--- src/hdl/wpd_pkg.sv ---
`timescale 1ns / 1ps
`default_nettype none
package wpd_pkg;

  localparam int unsigned TIME_BITS_DEF = 48;
  localparam int unsigned TIME_IN_BITS  = 48;
  localparam int unsigned WORD_BITS     = 24;
  localparam int unsigned CNT_BITS      = 5;

  localparam logic [15:0] ONE_HIGH_RST  = 16'd700;
  localparam logic [15:0] TOL_RST       = 16'd150;
  localparam logic [19:0] GAP_RST       = 20'd50000;

  localparam int unsigned ADDR_BITS     = 4;
  localparam int unsigned APB_DATA_BITS = 32;

  typedef enum logic {
    OP_EDGE  = 1'b0,
    OP_RESET = 1'b1
  } op_e;

  typedef enum logic [1:0] {
    KIND_OWN = 2'd0,
    KIND_FWD = 2'd1,
    KIND_RST = 2'd2
  } kind_e;

  typedef enum logic [1:0] {
    REG_ONE_HIGH = 2'd0,
    REG_TOL      = 2'd1,
    REG_GAP      = 2'd2,
    REG_DISABLED = 2'd3
  } reg_idx_e;

  typedef struct packed {
    logic                    op;
    logic                    level;
    logic [TIME_IN_BITS-1:0] time_ns;
  } in_item_t;

  typedef struct packed {
    kind_e                kind;
    logic [WORD_BITS-1:0] data;
  } out_item_t;

  typedef struct packed {
    logic [15:0] one_high_ns;
    logic [15:0] bit_tolerance_ns;
    logic [19:0] reset_gap_ns;
    logic        disabled;
  } cfg_t;

endpackage
`default_nettype wire

--- src/hdl/wpd_stream_if.sv ---
`timescale 1ns / 1ps
`default_nettype none
interface wpd_stream_if #(
  parameter type T = logic
) ();
  logic valid;
  logic ready;
  T     payload;

  modport source (output valid, output payload, input ready);
  modport sink   (input valid, input payload, output ready);
endinterface
`default_nettype wire

--- src/hdl/wpd_cfg_regs.sv ---
`timescale 1ns / 1ps
`default_nettype none
module wpd_cfg_regs (
  input  wire logic                               clk_i,
  input  wire logic                               rst_ni,
  input  wire logic                               psel,
  input  wire logic                               penable,
  input  wire logic                               pwrite,
  input  wire logic [wpd_pkg::ADDR_BITS-1:0]      paddr,
  input  wire logic [wpd_pkg::APB_DATA_BITS-1:0]  pwdata,
  output logic      [wpd_pkg::APB_DATA_BITS-1:0]  prdata,
  output logic                                    pready,
  output wpd_pkg::cfg_t                           cfg_o
);
  import wpd_pkg::*;

  cfg_t     cfg_q;
  reg_idx_e idx;
  logic     wr_en;

  assign idx    = reg_idx_e'(paddr[ADDR_BITS-1:2]);
  assign wr_en  = psel & penable & pwrite;
  assign pready = 1'b1;
  assign cfg_o  = cfg_q;

  always_ff @(posedge clk_i or negedge rst_ni) begin
    if (!rst_ni) begin
      cfg_q.one_high_ns      <= ONE_HIGH_RST;
      cfg_q.bit_tolerance_ns <= TOL_RST;
      cfg_q.reset_gap_ns     <= GAP_RST;
      cfg_q.disabled         <= 1'b0;
    end else if (wr_en) begin
      unique case (idx)
        REG_ONE_HIGH: cfg_q.one_high_ns      <= pwdata[15:0];
        REG_TOL:      cfg_q.bit_tolerance_ns <= pwdata[15:0];
        REG_GAP:      cfg_q.reset_gap_ns     <= pwdata[19:0];
        REG_DISABLED: cfg_q.disabled         <= pwdata[0];
      endcase
    end
  end

  always_comb begin
    prdata = '0;
    unique case (idx)
      REG_ONE_HIGH: prdata[15:0] = cfg_q.one_high_ns;
      REG_TOL:      prdata[15:0] = cfg_q.bit_tolerance_ns;
      REG_GAP:      prdata[19:0] = cfg_q.reset_gap_ns;
      REG_DISABLED: prdata[0]    = cfg_q.disabled;
    endcase
  end
endmodule
`default_nettype wire

--- src/hdl/wpd_core.sv ---
`timescale 1ns / 1ps
`default_nettype none
module wpd_core #(
  parameter int unsigned TIME_BITS = wpd_pkg::TIME_BITS_DEF
) (
  input  wire logic          clk_i,
  input  wire logic          rst_ni,
  input  wpd_pkg::cfg_t      cfg_i,
  wpd_stream_if.sink         in_i,
  wpd_stream_if.source       out_o
);
  import wpd_pkg::*;

  // input stage
  logic     s1_valid_q;
  in_item_t s1_q;
  logic     advance;

  // decoder state
  logic [TIME_BITS-1:0] rise_q, rise_d;
  logic [TIME_BITS-1:0] fall_q, fall_d;
  logic [WORD_BITS-2:0] shift_q, shift_d;
  logic [CNT_BITS-1:0]  bits_q, bits_d;
  logic                 fwd_q, fwd_d;

  // result register
  logic      out_valid_q;
  out_item_t out_q;
  logic      res_valid;
  out_item_t res;

  logic [TIME_BITS+TIME_IN_BITS-1:0] now_ext;
  logic [TIME_BITS-1:0]              now;
  logic [TIME_BITS-1:0]              gap_w;
  logic [TIME_BITS-1:0]              high_w;
  logic [16:0]                       lo_bound;
  logic [16:0]                       hi_bound;
  logic                              gap_hit;
  logic                              bit_one;
  logic [WORD_BITS-1:0]              word;
  logic [CNT_BITS-1:0]               bits_inc;

  assign advance     = s1_valid_q & (~out_valid_q | out_o.ready);
  assign in_i.ready  = ~s1_valid_q | advance;
  assign out_o.valid = out_valid_q;
  assign out_o.payload = out_q;

  // timestamps truncate or zero-extend to the internal time width
  assign now_ext = {{TIME_BITS{1'b0}}, s1_q.time_ns};
  assign now     = now_ext[TIME_BITS-1:0];
  assign gap_w   = now - fall_q;
  assign high_w  = now - rise_q;

  // |w - one| <= tol  <=>  max(one - tol, 0) <= w <= one + tol
  assign lo_bound = (cfg_i.one_high_ns >= cfg_i.bit_tolerance_ns) ?
                    {1'b0, cfg_i.one_high_ns - cfg_i.bit_tolerance_ns} : 17'd0;
  assign hi_bound = {1'b0, cfg_i.one_high_ns} + {1'b0, cfg_i.bit_tolerance_ns};

  assign gap_hit  = (|gap_w[TIME_BITS-1:20]) | (gap_w[19:0] >= cfg_i.reset_gap_ns);
  assign bit_one  = ~(|high_w[TIME_BITS-1:17]) &
                    (high_w[16:0] >= lo_bound) & (high_w[16:0] <= hi_bound);
  assign word     = {shift_q, bit_one};
  assign bits_inc = bits_q + CNT_BITS'(1);

  always_comb begin
    rise_d    = rise_q;
    fall_d    = fall_q;
    shift_d   = shift_q;
    bits_d    = bits_q;
    fwd_d     = fwd_q;
    res_valid = 1'b0;
    res.kind  = KIND_RST;
    res.data  = '0;
    if (s1_q.op == OP_RESET) begin
      shift_d   = '0;
      bits_d    = '0;
      fwd_d     = 1'b0;
      res_valid = 1'b1;
    end else if (!cfg_i.disabled) begin
      if (s1_q.level) begin
        rise_d = now;
        if (gap_hit) begin
          shift_d = '0;
          bits_d  = '0;
          fwd_d   = 1'b0;
        end
      end else begin
        fall_d  = now;
        shift_d = word[WORD_BITS-2:0];
        bits_d  = bits_inc;
        if (bits_inc == CNT_BITS'(WORD_BITS)) begin
          shift_d   = '0;
          bits_d    = '0;
          fwd_d     = 1'b1;
          res_valid = 1'b1;
          if (fwd_q) begin
            res.kind = KIND_FWD;
            res.data = word;
          end else begin
            // own colour arrives G,R,B; emit R,G,B
            res.kind = KIND_OWN;
            res.data = {word[15:8], word[23:16], word[7:0]};
          end
        end
      end
    end
  end

  always_ff @(posedge clk_i or negedge rst_ni) begin
    if (!rst_ni) begin
      s1_valid_q  <= 1'b0;
      out_valid_q <= 1'b0;
      rise_q      <= '0;
      fall_q      <= '0;
      shift_q     <= '0;
      bits_q      <= '0;
      fwd_q       <= 1'b0;
    end else begin
      if (in_i.ready) begin
        s1_valid_q <= in_i.valid;
      end
      if (advance) begin
        out_valid_q <= res_valid;
        rise_q      <= rise_d;
        fall_q      <= fall_d;
        shift_q     <= shift_d;
        bits_q      <= bits_d;
        fwd_q       <= fwd_d;
      end else if (out_o.ready) begin
        out_valid_q <= 1'b0;
      end
    end
  end

  always_ff @(posedge clk_i) begin
    if (in_i.ready && in_i.valid) begin
      s1_q <= in_i.payload;
    end
    if (advance) begin
      out_q <= res;
    end
  end
endmodule
`default_nettype wire

--- src/hdl/ws2812_pulse_decoder_top.sv ---
// After its input transfer, an item passes the input register and then the result register.
// Throughput: one input item per cycle while the output is not stalled; the state update is a single
// pass of compare-and-shift logic between the input register and the result register.
// A stalled output holds the result register and, through it, the input register.
// Reset (rst_ni low, asynchronous) clears timestamps, shift word, bit count and forwarding
// flag, and loads the configuration registers with their defaults.
`timescale 1ns / 1ps
`default_nettype none
module ws2812_pulse_decoder_top #(
  parameter int unsigned TIME_BITS = wpd_pkg::TIME_BITS_DEF
) (
  input  wire logic                               clk_i,
  input  wire logic                               rst_ni,
  input  wire logic                               psel,
  input  wire logic                               penable,
  input  wire logic                               pwrite,
  input  wire logic [wpd_pkg::ADDR_BITS-1:0]      paddr,
  input  wire logic [wpd_pkg::APB_DATA_BITS-1:0]  pwdata,
  output logic      [wpd_pkg::APB_DATA_BITS-1:0]  prdata,
  output logic                                    pready,
  wpd_stream_if.sink                              in_i,
  wpd_stream_if.source                            out_o
);
  import wpd_pkg::*;

  cfg_t cfg;

  wpd_cfg_regs u_cfg (
    .clk_i   (clk_i),
    .rst_ni  (rst_ni),
    .psel    (psel),
    .penable (penable),
    .pwrite  (pwrite),
    .paddr   (paddr),
    .pwdata  (pwdata),
    .prdata  (prdata),
    .pready  (pready),
    .cfg_o   (cfg)
  );

  wpd_core #(
    .TIME_BITS (TIME_BITS)
  ) u_core (
    .clk_i  (clk_i),
    .rst_ni (rst_ni),
    .cfg_i  (cfg),
    .in_i   (in_i),
    .out_o  (out_o)
  );
endmodule
`default_nettype wire
--- src/flat_wrapper.sv ---
// flat-port wrapper written by rule: the top's interface ports become plain ports
module ws2812_pulse_decoder_top_flat import wpd_pkg::*;
#(
  parameter int unsigned TIME_BITS = wpd_pkg::TIME_BITS_DEF
)
  (clk_i, rst_ni, psel, penable, pwrite, paddr, pwdata, prdata, pready, in_i_valid, in_i_payload, in_i_ready, out_o_valid, out_o_payload, out_o_ready);
  wpd_stream_if in_i_i ();
  wpd_stream_if out_o_i ();
  input  wire logic clk_i;
  input  wire logic rst_ni;
  input  wire logic psel;
  input  wire logic penable;
  input  wire logic pwrite;
  input  wire logic [wpd_pkg::ADDR_BITS-1:0] paddr;
  input  wire logic [wpd_pkg::APB_DATA_BITS-1:0] pwdata;
  output logic      [wpd_pkg::APB_DATA_BITS-1:0] prdata;
  output logic pready;
  input wire logic [$bits(in_i_i.valid)-1:0] in_i_valid;
  input wire logic [$bits(in_i_i.payload)-1:0] in_i_payload;
  output wire logic [$bits(in_i_i.ready)-1:0] in_i_ready;
  output wire logic [$bits(out_o_i.valid)-1:0] out_o_valid;
  output wire logic [$bits(out_o_i.payload)-1:0] out_o_payload;
  input wire logic [$bits(out_o_i.ready)-1:0] out_o_ready;
  assign in_i_i.valid = in_i_valid;
  assign in_i_i.payload = in_i_payload;
  assign in_i_ready = in_i_i.ready;
  assign out_o_valid = out_o_i.valid;
  assign out_o_payload = out_o_i.payload;
  assign out_o_i.ready = out_o_ready;
  ws2812_pulse_decoder_top #(.TIME_BITS(TIME_BITS)) u_core (.clk_i(clk_i), .rst_ni(rst_ni), .psel(psel), .penable(penable), .pwrite(pwrite), .paddr(paddr), .pwdata(pwdata), .prdata(prdata), .pready(pready), .in_i(in_i_i), .out_o(out_o_i));
endmodule
--- config.mk ---
export PLATFORM = sky130hd
export DESIGN_NAME = ws2812_pulse_decoder_top_flat
export DESIGN_NICKNAME = d
export VERILOG_FILES = /design/src/hdl/wpd_pkg.sv /design/src/hdl/wpd_stream_if.sv /design/src/hdl/wpd_cfg_regs.sv /design/src/hdl/wpd_core.sv /design/src/hdl/ws2812_pulse_decoder_top.sv /design/src/flat_wrapper.sv
export SDC_FILE = /design/constraint.sdc
export NUM_CORES = 1
export LEC_CHECK = 0
export ABC_AREA = 1
export BUFFER_PORTS_ARGS = -buffer_cell sky130_fd_sc_hd__buf_2
export CAP_MARGIN = 20
export CORE_MARGIN = 1.5
export CORE_UTILIZATION = 62
export CTS_CLUSTER_DIAMETER = 120
export DETAILED_ROUTE_END_ITERATION = 10
export HOLD_SLACK_MARGIN = 0.1
export PLACE_DENSITY = 0.87
export SYNTH_ARGS = -nofsm -noshare
export SYNTH_HDL_FRONTEND = slang
export SYNTH_SLANG_ARGS = --single-unit
--- constraint.sdc ---
create_clock -name clk_i -period 4.09 [get_ports clk_i]
set_input_delay 0.818 -clock clk_i [delete_from_list [all_inputs] [get_ports clk_i]]
set_output_delay 0.818 -clock clk_i [all_outputs]
set_load 0.05 [all_outputs]
-- Yosys cells after proc, flatten, opt, wreduce, memory -nomap -nowiden
Cells that the tools add are included.
- bitwise logic cells: 10
- magnitude comparators: 3
- equal/unequal tests: 4
- add/sub/neg operators: 3
- mux-type cells: 10
- reduce and logical (&&, ||, !) cells: 9
- operator list (kind ; number):
    $pmux 15 s3 ; 1
    $add 16x16->17 ; 1
    $le 1x17->1 ; 1
    $ge 1x16->1 ; 1
    $ge 16x16->1 ; 1
    $mux 16 ; 1
    $sub 16x16->16 ; 1
    $mux 5 ; 2
    $reduce_and 2->1 ; 5
    $add 5x1->5 const B ; 1
    $eq 5x5->1 const B ; 1
    $and 1x1->1 ; 4
    $eq 2x2->1 const B ; 2
    $mux 1 ; 4
    $mux 4 ; 1
    $not 1->1 ; 4
    $pmux 1 s4 ; 1
    $eq 2x1->1 const B ; 1
    $logic_not 2->1 ; 1
    $or 1x1->1 ; 2
    $reduce_bool 2->1 ; 1
    $reduce_or 2->1 ; 1
    $logic_and 1x1->1 ; 1
- bits of input ports: 44
- output and inout bits: 36
- word-level logic and storage cells: 48
- register bits: 62

-- Longest topological paths before layout
Gate-level depths: netlist of the first run.
- word-level depth: 5
- mapped depth: 19
- mapped depth without buffers: 18

-- Hierarchy
Synthesis of the first run repeated with hierarchy kept, for this count alone.
- cell total of the unflattened synthesis: 840
- area total of the unflattened synthesis: 5288.8 um2
- by module, submodules not included (module ; cells an instance ; sequential area each (um2) ; instances ; area an instance (um2)):
    wpd_core ; 509 ; 235.2 ; 1 ; 2721.4
    wpd_cfg_regs ; 331 ; 1346.3 ; 1 ; 2567.5

-- Worst setup path after synthesis of the first run
OpenSTA, ideal clock, no wires.
- kind: input to output
- start: in paddr[3] (netlist bit)
- end: out prdata[10] (netlist bit)
- arrival: 2.002 ns
- data required time: 3.272 ns
- buffers on the path: 1
- stages: 4
- path slack: 1.270 ns
- cell sequence: inv_1 > nand2_1 > clkbuf_1 > o211ai_1
- cells in the longest elaborated chain, start to end: 2
- elaborated cells on any way between the ends: 4
- those cells by class: eq/ne: 2; mux: 1; reduce/logical: 1
- RTL lines (item ; line ; source):
    start, declared ; flat_wrapper.sv:14 ; input wire logic [wpd_pkg::ADDR_BITS-1:0] paddr;
    $eq 2x2->1, or another cell as far along ; wpd_cfg_regs.sv:44 ; unique case (idx)
    $pmux 15 s3 (*) ; wpd_cfg_regs.sv:44 ;
    end, declared ; flat_wrapper.sv:16 ; output logic [wpd_pkg::APB_DATA_BITS-1:0] prdata;
Every way passes the cells marked *; elsewhere a longest branch is shown, timed or not.

-- Worst setup path after layout of the first run
- start: in paddr[3] (netlist bit)
- end: out prdata[6] (netlist bit)
Same word-level chain as after synthesis.

==> results of run 1 <==
[metal layers]
layer / global-route usage [%] / wire length, um
met5: 0 / 0
met4: 13.6 / 338
met3: 4.23 / 917
met2: 53.2 / 6180
met1: 43.5 / 5750
[layout by cell type (no fill, tap or decap), types with 3 or more instances in the layout]
cell type | Yosys | routed
nand2_1 | 267 | 267
dfrtp_1 | 44 | 44
inv_2 | 5 | 5
o21ai_0 | 54 | 54
nand4_1 | 8 | 8
dfstp_2 | 16 | 16
o211ai_1 | 16 | 16
nor2_1 | 52 | 52
nand2_2 | 6 | 6
nand3_1 | 53 | 53
buf_2 | 2 | 52
conb_1 | 2 | 13
clkbuf_8 | 2 | 9
a21oi_1 | 18 | 18
buf_4 | 15 | 3
nor3_1 | 8 | 8
inv_1 | 120 | 120
o21bai_1 | 5 | 5
ha_1 | 35 | 35
[registers in the layout, indices dropped and copies added, names as in the netlist]
name and count:
u_core.u_core.out_o.payload 1, u_core.u_core.out_o.valid 1, u_core.u_core.now 1, u_core.u_core.s1_valid_q 1, u_core.u_cfg.cfg_o 53, u_core.u_core.bits_q 5
[cell families (layout without fill, tap and decap cells)]
kind of cell | after synthesis | in the layout | share of synthesized area [%]
AND/OR/NAND/NOR | 405 | 405 | 33.2
buffers and inverters | 160 | 197 | 14.0
AO/OA/AOI/OAI | 99 | 99 | 11.2
flip-flops | 62 | 62 | 31.4
adder cells (fa/ha/maj) | 37 | 37 | 9.50
XOR/XNOR | 3 | 3 | 0.522
other | 2 | 13 | 0.149
[power breakdown]
part           total [mW]  internal (mW)  switching, mW
Sequential          0.892          0.771          0.121
Clock               0.588          0.342          0.246
Combinational        1.62          0.498           1.12
[final cells by class]
class / count / area, um2 / share of cell area [%]
clock buffers: 10 / 128 / 2.32
multi-input cells: 557 / 2790 / 50.8
well taps: 102 / 128 / 2.32
clock inverters: 6 / 85.1 / 1.55
inverters: 125 / 469 / 8.55
repair buffers: 56 / 310 / 5.65
flip-flops and latches: 62 / 1580 / 28.8
[critical path, stage by stage]
cell and delay [ns]:
buf_2 0.12, inv_1 0.08, nand2_1 0.40, o211ai_1 0.41, buf_2 0.32
[synthesized netlist by cell type, drive strengths merged]
cell    count
o21bai      5
a21oi      20
edfxtp      2
xnor2       1
nand3b      2
dfrtp      44
conb        2
a211oi      1
o211ai     16
and3        2
nor3        9
and2        2
inv       125
clkbuf     14
a21boi      1
o21ai      54
o21a        1
nor2       54
nand2     274
o22ai       1
nand3      53
xor2        2
nand4       8
nor4        1
fa          2
buf        21
ha         35
dfstp      16
[worst min path at each step]
| stage | endpoint | start | depth (start not counted) | slack, ns |
|---|---|---|---|---|
| 5_1_grt | u_core.u_cfg.cfg_o[7] | u_core.u_cfg.cfg_o[7] | 2 | 0.51 |
| 3_5_place_dp | u_core.u_cfg.cfg_o[1] | u_core.u_cfg.cfg_o[1] | 2 | 0.48 |
| 2_1_floorplan | u_core.u_cfg.cfg_o[11] | u_core.u_cfg.cfg_o[11] | 2 | 0.45 |
| 4_1_cts | u_core.u_cfg.cfg_o[8] | u_core.u_cfg.cfg_o[8] | 2 | 0.50 |
| 3_3_place_gp | u_core.u_cfg.cfg_o[8] | u_core.u_cfg.cfg_o[8] | 2 | 0.47 |
| 6_report | u_core.u_cfg.cfg_o[16] | u_core.u_cfg.cfg_o[16] | 2 | 0.49 |
==> run metrics, run 1 <==
status=finished clean; WP data arrival=2.15 ns; Routability Congestion=1.01; first-pass GRT wire length=22,000 um; pwr dens=564 nW/um2; die area=8660 um2; Clock Sinks=62; Routed Antenna Nets=0; CP required=3.27 ns; initial antenna violation count=0; Leak=3.09 nW; Register-to-Register Path Depth=15; Setup Crit Path Kind=in2out; # diodes=0; R2R Setup Slk=1.23 ns; synthesized area per cell=6.55 um2; clk slew on worst S/H paths=0.07 ns; Bufs on Longest Clock Path=2; row count=32; worst min path class=reg2reg; Root Driver=clkbuf_8; register area share after synthesis=31.4%; cell taking the most area after synthesis=dfrtp_1; Worst R2R Start=u_core.u_cfg.cfg_o[32]; PostCTS Resize Cnt=0; vias=5,059; Synth Warn #=0; CP endpoint kind=primary output; GRT Total Usage=32.5%; DP Wirelength=9990 um; CTS Buf Count=9; maximum vdd drop=0.000334 V; DRT iter0 DRCs=534; CP endpoint=prdata[6]; fin cells=918; Power Total=3.10 mW; area grow syn2layout=9.13%; Residual DRC=0; final worst clock skew=0.00564 ns; Finished Cell Area=5490 um2; Port Buffer Count=52; Clk Latency, worst-skew pair=0.35 ns; startpoint types=input pin; Initial Utilization=64.4%; hold_buf cts=0; DRT Pass-1 Iters=5; ranking of synthesized cells by area=dfrtp_1 22%, nand2_1 20%, inv_1 9.0%; final setup vio count=0; Worst Path Max Fanout=16; Die Wd=93.1 um; CTS tree=built; largest net degree at the start of global routing=41; Distinct cells, synth=40; hold_ws=0.494 ns; die height=93.1 um; final hold violation count=0; final worst-path cycle share=72.6%; layout filler cell count=651; post-layout net count=892; end of the worst register-to-register path=u_core.u_core.out_o.payload; core area=7810 um2; measured slew at the worst slew-check pin=1.01 ns; Synth Instances=768; unrepaired setup endpoints after global routing=false; final wirelength=13,200 um; Post-Place Worst Slack=1.20 ns; Yosys top cell area share=21.9%; relative slew slack=32.8%; grt total ovfl=0; Post-DP Area=5250 um2; final core utilization=70.3%; Fmax achieved=337 MHz; Synth Cell Area=5030 um2; setup bufs post-CTS=0; vias per cell=5.51; Max Transition Viols Final=0; share of cells above drive strength 1=12.9%; post-route setup slack=1.12 ns; max-cap violations=0; WL per Instance=14.4 um; dpl cells=901; number of synthesized register bits=62; Final min period=2.97 ns; num ports=80; CTS H-tree depth=3; vias in the first global route=4,714; setup TNS=0 ns; worst setup path startpoint=paddr[3]
Note: power is estimated with default switching activity, not from simulation.
==> inputs of run 2 (changes only) <==
--- a/config.mk
+++ b/config.mk
@@ -9,11 +9,11 @@
 export BUFFER_PORTS_ARGS = -buffer_cell sky130_fd_sc_hd__buf_2
 export CAP_MARGIN = 20
 export CORE_MARGIN = 1.5
-export CORE_UTILIZATION = 62
+export CORE_UTILIZATION = 52
 export CTS_CLUSTER_DIAMETER = 120
 export DETAILED_ROUTE_END_ITERATION = 10
 export HOLD_SLACK_MARGIN = 0.1
-export PLACE_DENSITY = 0.87
+export PLACE_DENSITY = 0.78
 export SYNTH_ARGS = -nofsm -noshare
 export SYNTH_HDL_FRONTEND = slang
 export SYNTH_SLANG_ARGS = --single-unit
==> constraint.sdc (replaced) <==
create_clock -name clk_i -period 2.4 [get_ports clk_i]
set_input_delay 0.48 -clock clk_i [delete_from_list [all_inputs] [get_ports clk_i]]
set_output_delay 0.48 -clock clk_i [all_outputs]
set_load 0.05 [all_outputs]
==> run 2 against run 1 <==
  * The run now ends with setup timing left
  * Hold slack got worse by 0.17 ns
  * Non-clock buffer count up 69
  * Global-route usage shrank 4.6 points
  * Critical path depth up 10
  * Largest cell class unchanged
  * Largest power group unchanged
==> run metrics, run 2 (synthesis results as in run 1) <==
area grow syn2layout=25.6%; CP required=2.60 ns (-0.67 ns); DRT Pass-1 Iters=5 (unchanged); Post-DP Area=5780 um2 (+10%); vias per cell=5.22 (-5.2%); final hold violation count=0 (unchanged); Setup Crit Path Kind=reg2reg; row count=35 (+9.4%); Die Wd=101 um (+8.9%); post-layout net count=961 (+7.7%); first-pass GRT wire length=22,600 um (+2.7%); grt total ovfl=0 (unchanged); clk slew on worst S/H paths=0.07 ns (about the same); final worst clock skew=0.00812 ns (+0.00249 ns); CP endpoint kind=flip-flop; num ports=80 (unchanged); share of cells above drive strength 1=25.9% (+13 points); WL per Instance=13.7 um (-4.3%); crit path cell chain=inv_1 > ha_4 > nand2_2 > inv_1 > a21oi_2 > o21ai_1 > nor3_1 > o211ai_1 > nand2_1 > inv_2 > ha_4 > inv_2 > a211oi_2 > nand2_2 > nor2_2; max reg flops=53 (unchanged); DRT iter0 DRCs=385 (-28%); commonest non-fill, non-tap cell in the layout=nand2_1; CTS H-tree depth=3 (unchanged); layout filler cell count=756 (+16%); Residual DRC=0 (unchanged); Max stage delay cell, worst path=dfrtp_1; post-route setup slack=-0.103 ns (-1.23 ns); maximum vdd drop=0.000701 V (+110%); # diodes=0 (unchanged); vias in the first global route=4,893 (+3.8%); final wirelength=13,900 um (+5.7%); GRT Total Usage=27.9% (-4.6 points); die height=101 um (+8.9%); Max Transition Viols Final=0 (unchanged); Clk Latency, worst-skew pair=0.34 ns (about the same); most frequent cells in the layout=255 x nand2_1, 112 x inv_1, 68 x buf_4, 53 x o21ai_0, 52 x buf_2; CP bufs+invs=4 (+1); largest net degree at the start of global routing=42 (+2.4%); unrepaired setup endpoints after global routing=true; violated checks=setup timing; CP max stage delay=0.39 ns (-0.02 ns); initial antenna violation count=0 (unchanged); startpoint types=flip-flop; Clock Sinks=62 (unchanged); Initial Utilization=53.9% (-11 points); DP Wirelength=10,300 um (+3.5%); Fmax achieved=399 MHz; Top Family by Delay on Critical Path=compound AO/OA/AOI/OAI gates; CTS Buf Count=9 (unchanged); pwr dens=966 nW/um2 (+71%); vias=5,296 (+4.7%); Root Driver=clkbuf_8; Bufs on Longest Clock Path=2 (unchanged); Leak=3.43 nW (+11%); WP data arrival=2.70 ns (+0.55 ns); final setup vio count=1 (+1); worst min path class=in2reg; Routability Congestion=0.955 (-5.8%); Finished Cell Area=6320 um2 (+15%); max-cap violations=0 (unchanged); die area=10,300 um2 (+19%); Routed Antenna Nets=0 (unchanged); final core utilization=67.7% (-2.6 points); Final min period=2.50 ns; status=complete, but fails checks; Worst Path Max Fanout=2 (-14); Port Buffer Count=52 (unchanged); final worst-path cycle share=104%; core area=9330 um2 (+19%); CTS tree=built
[run 2: cell count changes in the layout (fill, tap and decap cells not counted), sizes merged]
cell	delta
clkinv	-1
clkinvlp	+2
clkbuf	-1
dlygate4sd3	+1
buf	+68
[run 2: worst paths after layout]
| check | cells after the start | start | slack (ns) | to |
|---|---|---|---|---|
| min in group asynchronous | 2 | rst_ni | 0.63 | u_core.u_cfg.cfg_o[0] |
| worst max register to register | 15 | u_core.u_cfg.cfg_o[31] | -0.10 | u_core.u_core.out_o.payload |
| worst min register to register | 2 | u_core.u_cfg.cfg_o[10] | 0.49 | u_core.u_cfg.cfg_o[10] |
| max in group asynchronous | 3 | rst_ni | 1.13 | u_core.u_cfg.cfg_o[9] |
| worst max-delay path | 15 | u_core.u_cfg.cfg_o[31] | -0.10 | u_core.u_core.out_o.payload |
| worst min-delay path | 1 | in_i_payload | 0.32 | u_core.u_core.now[0] |
[run 2: per-stage QoR]
| stage | setup slack, ns | TNS (ns) | hold slack (ns) | std cells | total power, mW |
|---|---|---|---|---|---|
| after floorplan | -0.0382 | -0.0382 | 0.184 | 779 | 3.66 |
| after global placement | -0.0612 | -0.0612 | 0.457 | 988 | 4.54 |
| after detailed placement | -0.141 | -0.141 | 0.460 | 988 | 4.64 |
| after CTS | -0.0316 | -0.0316 | 0.305 | 1013 | 5.85 |
| after global routing | -0.179 | -0.179 | 0.319 | 1014 | 6.54 |
| final | -0.103 | -0.103 | 0.319 | 1014 | 6.10 |
[run 2: what timing repair did]
item | in CTS | in global routing
hold buffers | 1 | 0
setup buffers | 8 | 2
pin swaps | 9 | 17
gates resized for setup | 20 | 40
endpoints found under the setup margin | 1 | 1
hold endpoints to repair | 11 | 0
[run 2: routing by layer]
layer  part of all wire [%]  vias up  track usage, %
li1                       -     2597               -
met1                     44     2472            37.5
met2                     48      195            45.8
met3                    6.1       32            4.35
met4                    2.3        0            10.1
met5                      0        -               0
[run 2: power breakdown]
group | switching (mW) | total, mW | internal (mW)
combinational | 2.17 | 3.58 | 1.41
sequential | 0.185 | 1.50 | 1.31
clock | 0.432 | 1.02 | 0.587
total | 2.79 | 6.10 | 3.31
[run 2: cell type report]
cell class | count | area (um2) | area share (%)
multi-input combinational | 557 | 3030 | 48.0
sequential | 62 | 1580 | 25.1
timing repair buffer | 125 | 843 | 13.3
inverter | 125 | 474 | 7.50
tap | 129 | 161 | 2.55
clock buffer | 9 | 124 | 1.96
clock inverter | 7 | 97.6 | 1.54
==> inputs of run 3 (changes only) <==
--- a/config.mk
+++ b/config.mk
@@ -14,6 +14,7 @@
 export DETAILED_ROUTE_END_ITERATION = 10
 export HOLD_SLACK_MARGIN = 0.1
 export PLACE_DENSITY = 0.78
+export REMOVE_ABC_BUFFERS = 1
 export SYNTH_ARGS = -nofsm -noshare
 export SYNTH_HDL_FRONTEND = slang
 export SYNTH_SLANG_ARGS = --single-unit
==> run 3 against run 2 <==
  * The flow now finishes without violations
  * Largest cell class unchanged
  * Clock-buffer cell count is the same
  * Critical path type unchanged
  * Sequential cell count is the same
  * Utilization grew 0.32 points
  * First-iteration DRC count grew 10%
  * Setup slack gained 0.14 ns
  * Combinational power grew 2%
  * Sequential share of layout area shrank 0.16 points
  * Non-clock buffer count grew 2
  * Total power grew 1.2%
  * Clock power is essentially flat
  * Register-to-register slack gained 0.14 ns
  * Sequential power is essentially flat
==> run metrics, run 3 (synthesis results as in run 1) <==
Port Buffer Count=52 (unchanged); CTS Buf Count=9 (unchanged); max-cap violations=0 (unchanged); Bufs on Longest Clock Path=2 (unchanged); pwr dens=973 nW/um2 (+0.71%); hold_ws=0.307 ns (-0.0121 ns); row count=35 (unchanged); Worst Path Max Fanout=3 (+1); largest net degree at the start of global routing=34 (-19%); WP data arrival=2.48 ns (-0.22 ns); Top Family by Delay on Critical Path=adder cells; final hold violation count=0 (unchanged); Die Wd=101 um (unchanged); maximum vdd drop=0.000627 V (-11%); vias=5,328 (+0.60%); # diodes=0 (unchanged); final worst clock skew=0.00654 ns (-0.00159 ns); CP bufs+invs=4 (unchanged); DRT Pass-1 Iters=6 (+1); setup TNS=0 ns (+0.103 ns); Initial Utilization=53.9% (unchanged); initial antenna violation count=0 (unchanged); fin cells=1,016 (+0.20%); unrepaired setup endpoints after global routing=true; commonest non-fill, non-tap cell in the layout=nand2_1; crit path cell chain=inv_1 > ha_2 > fa_2 > inv_2 > nand3_2 > nand2_2 > nand2_1 > nand2_2 > nand3_1 > o211ai_1 > nand2_1 > inv_1 > ha_1 > inv_1 > a211oi_2 > nand2_2 > nor2_2; Root Driver=clkbuf_8; hold wc startpoint=in_i_payload; final setup vio count=0 (-1); Finished Cell Area=6350 um2 (+0.48%); WL per Instance=13.9 um (+1.3%); Max stage delay cell, worst path=dfrtp_1; CTS H-tree depth=3 (unchanged); Clk Latency, worst-skew pair=0.35 ns (about the same); Worst R2R Start=u_core.u_cfg.cfg_o[37]; area grow syn2layout=26.2%; Leak=3.43 nW (+0.12%); Post-DP Area=5780 um2 (unchanged); status=finished clean; Final min period=2.37 ns (-0.136 ns); core area=9330 um2 (unchanged); dpl cells=994 (+0.61%); first-pass GRT wire length=23,400 um (+3.6%); clk slew on worst S/H paths=0.08 ns (about the same); DP Wirelength=10,700 um (+3.3%); Crit path depth=17 (+2); Routed Antenna Nets=0 (unchanged); end of the worst register-to-register path=u_core.u_core.out_o.payload; Register-to-Register Path Depth=17 (+2); die height=101 um (unchanged); Fmax achieved=422 MHz (+5.7%); final wirelength=14,100 um (+1.5%); Routability Congestion=0.898 (-6.0%); die area=10,300 um2 (unchanged); CP max stage delay=0.39 ns (about the same); Max Transition Viols Final=0 (unchanged); hold path depth=1 (unchanged); grt total ovfl=0 (unchanged); max reg flops=53 (unchanged); CP required=2.51 ns (-0.09 ns); startpoint types=flip-flop; vias per cell=5.24 (+0.41%); worst min path class=in2reg; Residual DRC=0 (unchanged); share of cells above drive strength 1=26.9% (+1.1 points); R2R Setup Slk=0.03 ns (+0.14 ns); final worst-path cycle share=98.6% (-5.7 points); CTS tree=built; Hold Crit Endpoint=u_core.u_core.now[0]; CP endpoint kind=flip-flop; vias in the first global route=5,194 (+6.2%); post-layout net count=963 (+0.21%); Clock Sinks=62 (unchanged); Setup Crit Path Kind=reg2reg; DRT iter0 DRCs=424 (+10%); most frequent cells in the layout=253 x nand2_1, 112 x inv_1, 72 x buf_4, 52 x o21ai_0, 52 x buf_2; GRT Total Usage=28.9% (+0.97 points); num ports=80 (unchanged)
## run 3: cell count changes in the layout (fill, tap and decap cells not counted), sizes merged
cell,before,now
buf,124,126
## run 3: how the worst max path moves through the flow
stage | from | end | slack [ns]
after floorplan | paddr[3] | prdata[16] | -0.02
after global placement | u_core.u_cfg.cfg_o[23] | u_core.u_core.out_o.payload | -0.07
after detailed placement | u_core.u_cfg.cfg_o[28] | u_core.u_core.out_o.payload | -0.12
after CTS | u_core.u_cfg.cfg_o[46] | u_core.u_core.out_o.payload | -0.008
after global routing | u_core.u_cfg.cfg_o[37] | u_core.u_core.out_o.payload | -0.09
final | u_core.u_cfg.cfg_o[37] | u_core.u_core.out_o.payload | 0.03
## run 3: final cells by class
class / count / area, um2
clock buffers: 9 / 124
clock inverters: 7 / 97.6
fillers: 791 / 2980
inverters: 125 / 477
multi-input cells: 557 / 3070
flip-flops and latches: 62 / 1580
well taps: 129 / 161
repair buffers: 127 / 842
## run 3: worst reg2reg max path, stage by stage (launching register included)
cell	delay [ns]
dfrtp_1	0.39
inv_1	0.06
ha_2	0.19
fa_2	0.35
inv_2	0.07
nand3_2	0.07
nand2_2	0.08
nand2_1	0.08
nand2_2	0.08
nand3_1	0.07
o211ai_1	0.11
nand2_1	0.08
inv_1	0.06
ha_1	0.22
inv_1	0.07
a211oi_2	0.06
nand2_2	0.08
nor2_2	0.03
## run 3: per-stage QoR
step | utilization [%] | total power, mW | worst slack, ns
6_report | 68.1 | 6.18 | 0.0325
5_1_grt | 68.1 | 6.64 | -0.0901
4_1_cts | 66.0 | 5.87 | -0.00788
3_5_place_dp | 62.0 | 4.65 | -0.116
3_3_place_gp | 62.0 | 4.54 | -0.0728
2_1_floorplan | - | 3.54 | -0.0236
## run 3: where the power goes
part | total (mW) | internal (mW) | leakage [nW] | switching, mW
sequential | 1.49 | 1.31 | 0.737 | 0.174
clock | 1.05 | 0.588 | 0.106 | 0.464
combinational | 3.64 | 1.42 | 2.59 | 2.21
total | 6.18 | 3.32 | 3.43 | 2.85
## run 3: what timing repair did
action / CTS / global route
endpoints found under the hold margin: 5 / 0
setup endpoints to repair: 1 / 1
cloned: 0 / 0
buffers inserted: 4 / 1
resized for setup: 21 / 55
pin swaps: 9 / 17
hold buffers: 1 / 0
## run 3: per-layer routing
layer / vias to the layer above / routed length, um / GRT usage (%)
met1: 2481 / 6170 / 37.9
met3: 32 / 939 / 5.38
met5: - / 0 / 0
met4: 0 / 270 / 8.97
li1: 2607 / - / -
met2: 208 / 6760 / 48.5
